<file path="src/rtl/core/ptcp_pkg.sv">
// Shared types, widths and vector arithmetic for the triangle closest-point core.
package ptcp_pkg;

    localparam int PROD_W  = 169;
    localparam int DEN_W   = 136;
    localparam int NUM_W   = 102;
    localparam int QB      = 35;
    localparam int MUL_LAT = 3;
    localparam int DIV_LAT = QB + 2;
    localparam int GEO_LAT = 5 + 3 * MUL_LAT;
    localparam int LAT     = GEO_LAT + DIV_LAT;

    localparam logic [1:0] REG_FACE = 2'd0;
    localparam logic [1:0] REG_E12  = 2'd1;
    localparam logic [1:0] REG_E20  = 2'd2;
    localparam logic [1:0] REG_E01  = 2'd3;

    typedef struct packed {
        logic signed [31:0] x;
        logic signed [31:0] y;
        logic signed [31:0] z;
    } v32_t;

    typedef struct packed {
        logic signed [32:0] x;
        logic signed [32:0] y;
        logic signed [32:0] z;
    } v33_t;

    typedef struct packed {
        logic signed [66:0] x;
        logic signed [66:0] y;
        logic signed [66:0] z;
    } v67_t;

    typedef struct packed {
        logic signed [100:0] x;
        logic signed [100:0] y;
        logic signed [100:0] z;
    } v101_t;

    typedef struct packed {
        v32_t v0;
        v32_t v1;
        v32_t v2;
        v32_t p;
    } in_t;

    typedef struct packed {
        v33_t                e;
        logic signed [135:0] f;
        logic signed [67:0]  s;
        logic signed [67:0]  t;
        logic signed [67:0]  ee;
    } edge_t;

    typedef struct packed {
        v33_t               e;
        v33_t               pa;
        logic signed [67:0] s;
        logic signed [67:0] t;
        logic signed [67:0] ee;
    } bedge_t;

    typedef struct packed {
        in_t          v;
        v67_t         n;
        bedge_t [2:0] ed;
    } stb_t;

    typedef struct packed {
        stb_t                    b;
        logic signed [136:0]     nn;
        logic signed [NUM_W-1:0] fnum;
    } stc_t;

    typedef struct packed {
        in_t                   v;
        edge_t [2:0]           ed;
        v67_t                  n;
        logic signed [136:0]   nn;
        logic signed [NUM_W-1:0] fnum;
    } geo_t;

    typedef struct packed {
        v32_t                    res;
        logic                    proj;
        v32_t                    base;
        logic signed [NUM_W-1:0] num;
        v67_t                    dir;
        logic [DEN_W-1:0]        den;
        logic [1:0]              region;
        logic                    degen;
    } sel_t;

    typedef struct packed {
        v32_t       res;
        logic       proj;
        logic [1:0] region;
        logic       degen;
    } side_t;

    typedef struct packed {
        logic [DEN_W-1:0] den;
        v32_t             base;
        side_t            side;
    } fwd_t;

    function automatic v33_t vsub32(v32_t a, v32_t b);
        v33_t r;
        r.x = a.x - b.x;
        r.y = a.y - b.y;
        r.z = a.z - b.z;
        return r;
    endfunction

    function automatic v67_t cross33(v33_t a, v33_t b);
        v67_t r;
        r.x = a.y * b.z - a.z * b.y;
        r.y = a.z * b.x - a.x * b.z;
        r.z = a.x * b.y - a.y * b.x;
        return r;
    endfunction

    function automatic logic signed [67:0] dot33(v33_t a, v33_t b);
        logic signed [67:0] r;
        r = a.x * b.x + a.y * b.y + a.z * b.z;
        return r;
    endfunction

endpackage

</file>
<file path="src/rtl/core/ptcp_geom.sv">


// Signed multiplier built from 33 by 33 bit limb products over three stages.
module ptcp_mul
    import ptcp_pkg::*;
#(
    parameter int AW = 33,
    parameter int BW = 33
)
(
    input  logic                    clk,
    input  logic                    en,
    input  logic signed [AW-1:0]    a,
    input  logic signed [BW-1:0]    b,
    output logic signed [AW+BW-1:0] p
);

    localparam int NA  = (AW + 31) / 32;
    localparam int NB  = (BW + 31) / 32;
    localparam int AXW = NA * 32;
    localparam int BXW = NB * 32;
    localparam int PW  = AW + BW;

    logic signed [AXW-1:0] ax;
    logic signed [BXW-1:0] bx;
    logic signed [65:0]    pp_reg [NA][NB];
    logic signed [PW-1:0]  row_next [NA];
    logic signed [PW-1:0]  row_reg [NA];
    logic signed [PW-1:0]  p_next;
    logic signed [PW-1:0]  p_reg;

    // Only the top limb carries the sign; the lower limbs are unsigned.
    function automatic logic signed [32:0] limb(logic [31:0] v, logic top);
        return top ? $signed({v[31], v}) : $signed({1'b0, v});
    endfunction

    assign ax = AXW'(a);
    assign bx = BXW'(b);

    always_ff @(posedge clk)
    begin
        if (en)
        begin
            for (int i = 0; i < NA; i++)
            begin
                for (int j = 0; j < NB; j++)
                begin
                    pp_reg[i][j] <= limb(ax[i*32 +: 32], i == NA - 1)
                                    * limb(bx[j*32 +: 32], j == NB - 1);
                end
            end
        end
    end

    always_comb
    begin
        for (int i = 0; i < NA; i++)
        begin
            row_next[i] = '0;
            for (int j = 0; j < NB; j++)
            begin
                row_next[i] = row_next[i] + (PW'(pp_reg[i][j]) <<< (32 * (i + j)));
            end
        end
    end

    always_ff @(posedge clk)
    begin
        if (en)
        begin
            row_reg <= row_next;
        end
    end

    always_comb
    begin
        p_next = '0;
        for (int i = 0; i < NA; i++)
        begin
            p_next = p_next + row_reg[i];
        end
    end

    always_ff @(posedge clk)
    begin
        if (en)
        begin
            p_reg <= p_next;
        end
    end

    assign p = p_reg;

endmodule


</file>
<file path="config.mk">
export PLATFORM = sky130hd
export DESIGN_NAME = ptcp_mul
export DESIGN_NICKNAME = d
export VERILOG_FILES = /design/src/rtl/core/ptcp_pkg.sv /design/src/rtl/core/ptcp_geom.sv
export SDC_FILE = /design/constraint.sdc
export NUM_CORES = 2
export LEC_CHECK = 0
export BUFFER_PORTS_ARGS = -buffer_cell sky130_fd_sc_hd__buf_4
export CAP_MARGIN = 15
export CORE_ASPECT_RATIO = 1.2
export CORE_UTILIZATION = 30
export DETAILED_ROUTE_END_ITERATION = 6
export PLACE_DENSITY_LB_ADDON = 0.3
export SETUP_SLACK_MARGIN = 0.15
export SKIP_LAST_GASP = 1
export SYNTH_ARGS = -nofsm -noshare
export SYNTH_HDL_FRONTEND = slang
export SYNTH_SLANG_ARGS = --single-unit
</file>
<file path="constraint.sdc">
create_clock -name clk -period 11.43 [get_ports clk]
set_clock_uncertainty 0.05 [all_clocks]
set_input_delay 2.286 -clock clk [delete_from_list [all_inputs] [get_ports clk]]
set_output_delay 2.286 -clock clk [all_outputs]
set_load 0.03 [all_outputs]
</file>
==> impl_metrics.tcl <==
set metrics [dict create \
    tns_ns 0 \
    initial_core_util_pct 30.2 \
    cp_slowest_cell "o21ai_0" \
    yosysSeqAreaShare_pct 18.8 \
    cp.arrival_ns 11.28 \
    clk_pin_slew_ns 0.06 \
    crit_top_cell "fa_1" \
    r2r-start "row_reg[33]$_DFFE_PP_" \
    clock-sinks 300 \
    dp_hpwl_um 98700 \
    yosysUniqueCellTypes 93 \
    holdPathEnd "row_reg[80]$_DFFE_PP_" \
    critPathKind "primary input to register" \
    fin_crit_ns 10.99 \
    cts_resized 0 \
    io_pins 134 \
    grt_max_degree 110 \
    pre_cts_slack_ns 0.0835 \
    cts_root_buffer "clkbuf_16" \
    port_buffers 133 \
    antenna_found_initial 18 \
    cts-htree-levels 1 \
    ctsHoldBuffers 0 \
    core_um2 158000 \
    die_area_um2 161000 \
    synth_cells 4797 \
    fmax_ghz 0.0910 \
    syn_area_per_cell_um2 9.98 \
    critPathMaxFanout 35 \
    rrSetupSlack_ns 7.92 \
    reg2reg_depth 10 \
    crit_path_end_kind "register" \
    final_nets 5987 \
    relSlewSlack_pct 16.1 \
    grt_pass1_vias 35200 \
    clock_latency_ns 0.62 \
    num_vias 32500 \
    overflow 0 \
    holdPathStages 0 \
    async_flop_share_pct 0 \
    slowest_delay_ns 0.89 \
    setup-violations-final 0 \
    largest_reg_flops 134 \
    drt-wirelength-per-cell_um 19.8 \
    ys_seq_elements 300 \
    worstHoldStart "pp_reg[0][80]$_DFFE_PP_" \
    drt_iter0_drc 1946 \
    worst_slack_ns 0.438 \
    synth_warnings 0 \
    drc 0 \
    r2r-end "p[61]$_DFFE_PP_" \
    stdcell_area_um2 51400 \
    via_per_inst 4.77 \
    cts_buffer_depth 3 \
    rsz0062_at_grt "no" \
    worstMarginPinSlew_ns 1.25 \
    synth_area_um2 47900 \
    path_depth 21 \
    cts_tree "done" \
    critPathRequiredTime_ns 11.72 \
    min_path_type "register to register" \
    cts_buffers 29 \
    hold_viol 0 \
    die_h_um 440 \
    cts_setup_buffers 0 \
    track_usage_pct 16.9 \
    synth_edf_count 300 \
    place.gp.congestion 0.907 \
    dr.pass1.iters 7 \
    synth_nets 6094 \
    die_w_um 367 \
    final.fill_count 16200 \
    place_area_um2 50500 \
    synthFlopType "edfxtp_1" \
    cp-start-kind "primary input" \
    cp.buffers_inverters 3 \
    totalWireLength_um 135000 \
    drv_cap 0 \
    crit_path_cell_trace "buf_4 -> and2_1 -> fa_1 -> fa_1 -> inv_1 -> fa_1 -> fa_1 -> inv_1 -> fa_1 -> fa_1 -> fa_1 -> fa_1 -> ha_1 -> nand2_1 -> o21ai_0 -> nor3_1 -> o21ai_0 -> o21ai_0 -> o31ai_1 -> a41oi_1 -> xnor2_1" \
    area_growth_pct 7.39 \
    cp_top_family "adder cells" \
    final_min_period_over_clock_period_pct 96.2 \
    fin_util_pct 32.5 \
    grt_pass1_wl_um 209000 \
    drv_slew 0 \
    rows 160 \
    ant_nets 0 \
    drive_gt1_share_pct 4.67 \
    status "finished, final reports clean" \
]
[final cells by class]
class	instances	area [um2]	share of cell area, %
Clock inverter	17	134	0.261
Timing Repair Buffer	144	1090	2.12
Tap cell	2106	2640	5.13
Clock buffer	33	741	1.44
Multi-Input combinational cell	3317	34400	66.9
Sequential cell	300	9010	17.5
Inverter	898	3370	6.56
Antenna cell	7	17.5	0.0341
[worst reg2reg max path, cell delays in order, from the launching register on]
cell	delay (ns)
edfxtp_1	0.39
ha_1	0.31
a21o_1	0.16
a21oi_1	0.28
o21a_1	0.24
nor3_1	0.11
o31ai_1	0.59
a31oi_1	0.27
o221ai_1	0.48
o21ai_0	0.20
xnor2_1	0.17
[per-layer routing]
layer | vias to the layer above | track usage, % | wire [um]
li1 | 14500 | - | -
met2 | 816 | 30.7 | 69500
met5 | - | 0 | 13
met3 | 210 | 1.08 | 5380
met1 | 17000 | 21.1 | 55300
met4 | 2 | 6.16 | 5000
[metrics by stage]
| step | cells | hold slack, ns |
|---|---|---|
| after detailed placement | 6765 | 0.355 |
| final | 6822 | 0.363 |
| after global placement | 6765 | 0.351 |
| after CTS | 6815 | 0.364 |
| after floorplan | 4797 | 0.350 |
| after global routing | 6820 | 0.365 |
[Yosys cell counts, types with 11 or more instances]
cell        n  share of area, %
o21a_1     34              0.53
a21oi_1   147               1.5
edfxtp_1  300                19
nand2b_1   23              0.30
nand2_1   496               3.9
nand4_1    16              0.21
fa_1      898                38
nor2b_1    29              0.38
nor2_1     81              0.64
and2_1    647               8.5
ha_1      331               8.7
o21bai_1   23              0.36
a21o_1     66               1.0
clkbuf_1  269               2.1
o211ai_1   11              0.17
a211oi_1   14              0.22
xnor2_1   110               2.0
or3_1      15              0.20
nor4_1     15              0.20
and3_1     35              0.46
inv_1     898               7.0
nand3_1    31              0.32
nor3_1     36              0.38
o21ai_0    72              0.75
xor2_1     45              0.82
[how the worst max path moves through the flow]
| stage | start | to | slack, ns |
|---|---|---|---|
| after floorplan | b[5] | pp_reg[0][115]$_DFFE_PP_ | 2.22 |
| after global placement | a[15] | pp_reg[0][105]$_DFFE_PP_ | -0.0005 |
| after detailed placement | a[15] | pp_reg[0][105]$_DFFE_PP_ | 0.08 |
| after CTS | a[15] | pp_reg[0][105]$_DFFE_PP_ | 0.66 |
| after global routing | a[15] | pp_reg[0][105]$_DFFE_PP_ | 0.46 |
| final | a[14] | pp_reg[0][105]$_DFFE_PP_ | 0.44 |
[cell usage in the layout, fill, tap and decap left out, types with 23 or more instances in the layout]
| cell | netlist | final |
|---|---|---|
| o21a_1 | 34 | 34 |
| nor2b_1 | 29 | 29 |
| clkbuf_16 | 0 | 29 |
| nand3_1 | 31 | 31 |
| a21o_1 | 66 | 66 |
| o21bai_1 | 23 | 23 |
| nand2b_1 | 23 | 23 |
| nand2_1 | 496 | 496 |
| buf_4 | 2 | 143 |
| o21ai_0 | 72 | 72 |
| inv_1 | 898 | 898 |
| xnor2_1 | 110 | 110 |
| ha_1 | 331 | 331 |
| and2_1 | 647 | 647 |
| and3_1 | 35 | 35 |
| edfxtp_1 | 300 | 300 |
| fa_1 | 898 | 898 |
| a21oi_1 | 147 | 147 |
| nor3_1 | 36 | 36 |
| nor2_1 | 81 | 81 |
| xor2_1 | 45 | 45 |
[cells by family (layout without fill, tap and decap cells)]
kind of cell | count (synthesis) | in the layout | synth area share (%)
buf+inv | 1180 | 1092 | 9.30
other cells | 1 | 8 | 0.00784
compound gates | 451 | 451 | 6.14
mux | 4 | 4 | 0.0863
xor+xnor | 155 | 155 | 2.84
fa+ha+maj | 1229 | 1229 | 46.2
simple gates | 1477 | 1477 | 16.6
flops | 300 | 300 | 18.8
Power is not shown: default switching activity piles up to over one toggle a cycle in this logic, so the estimate is an artifact.
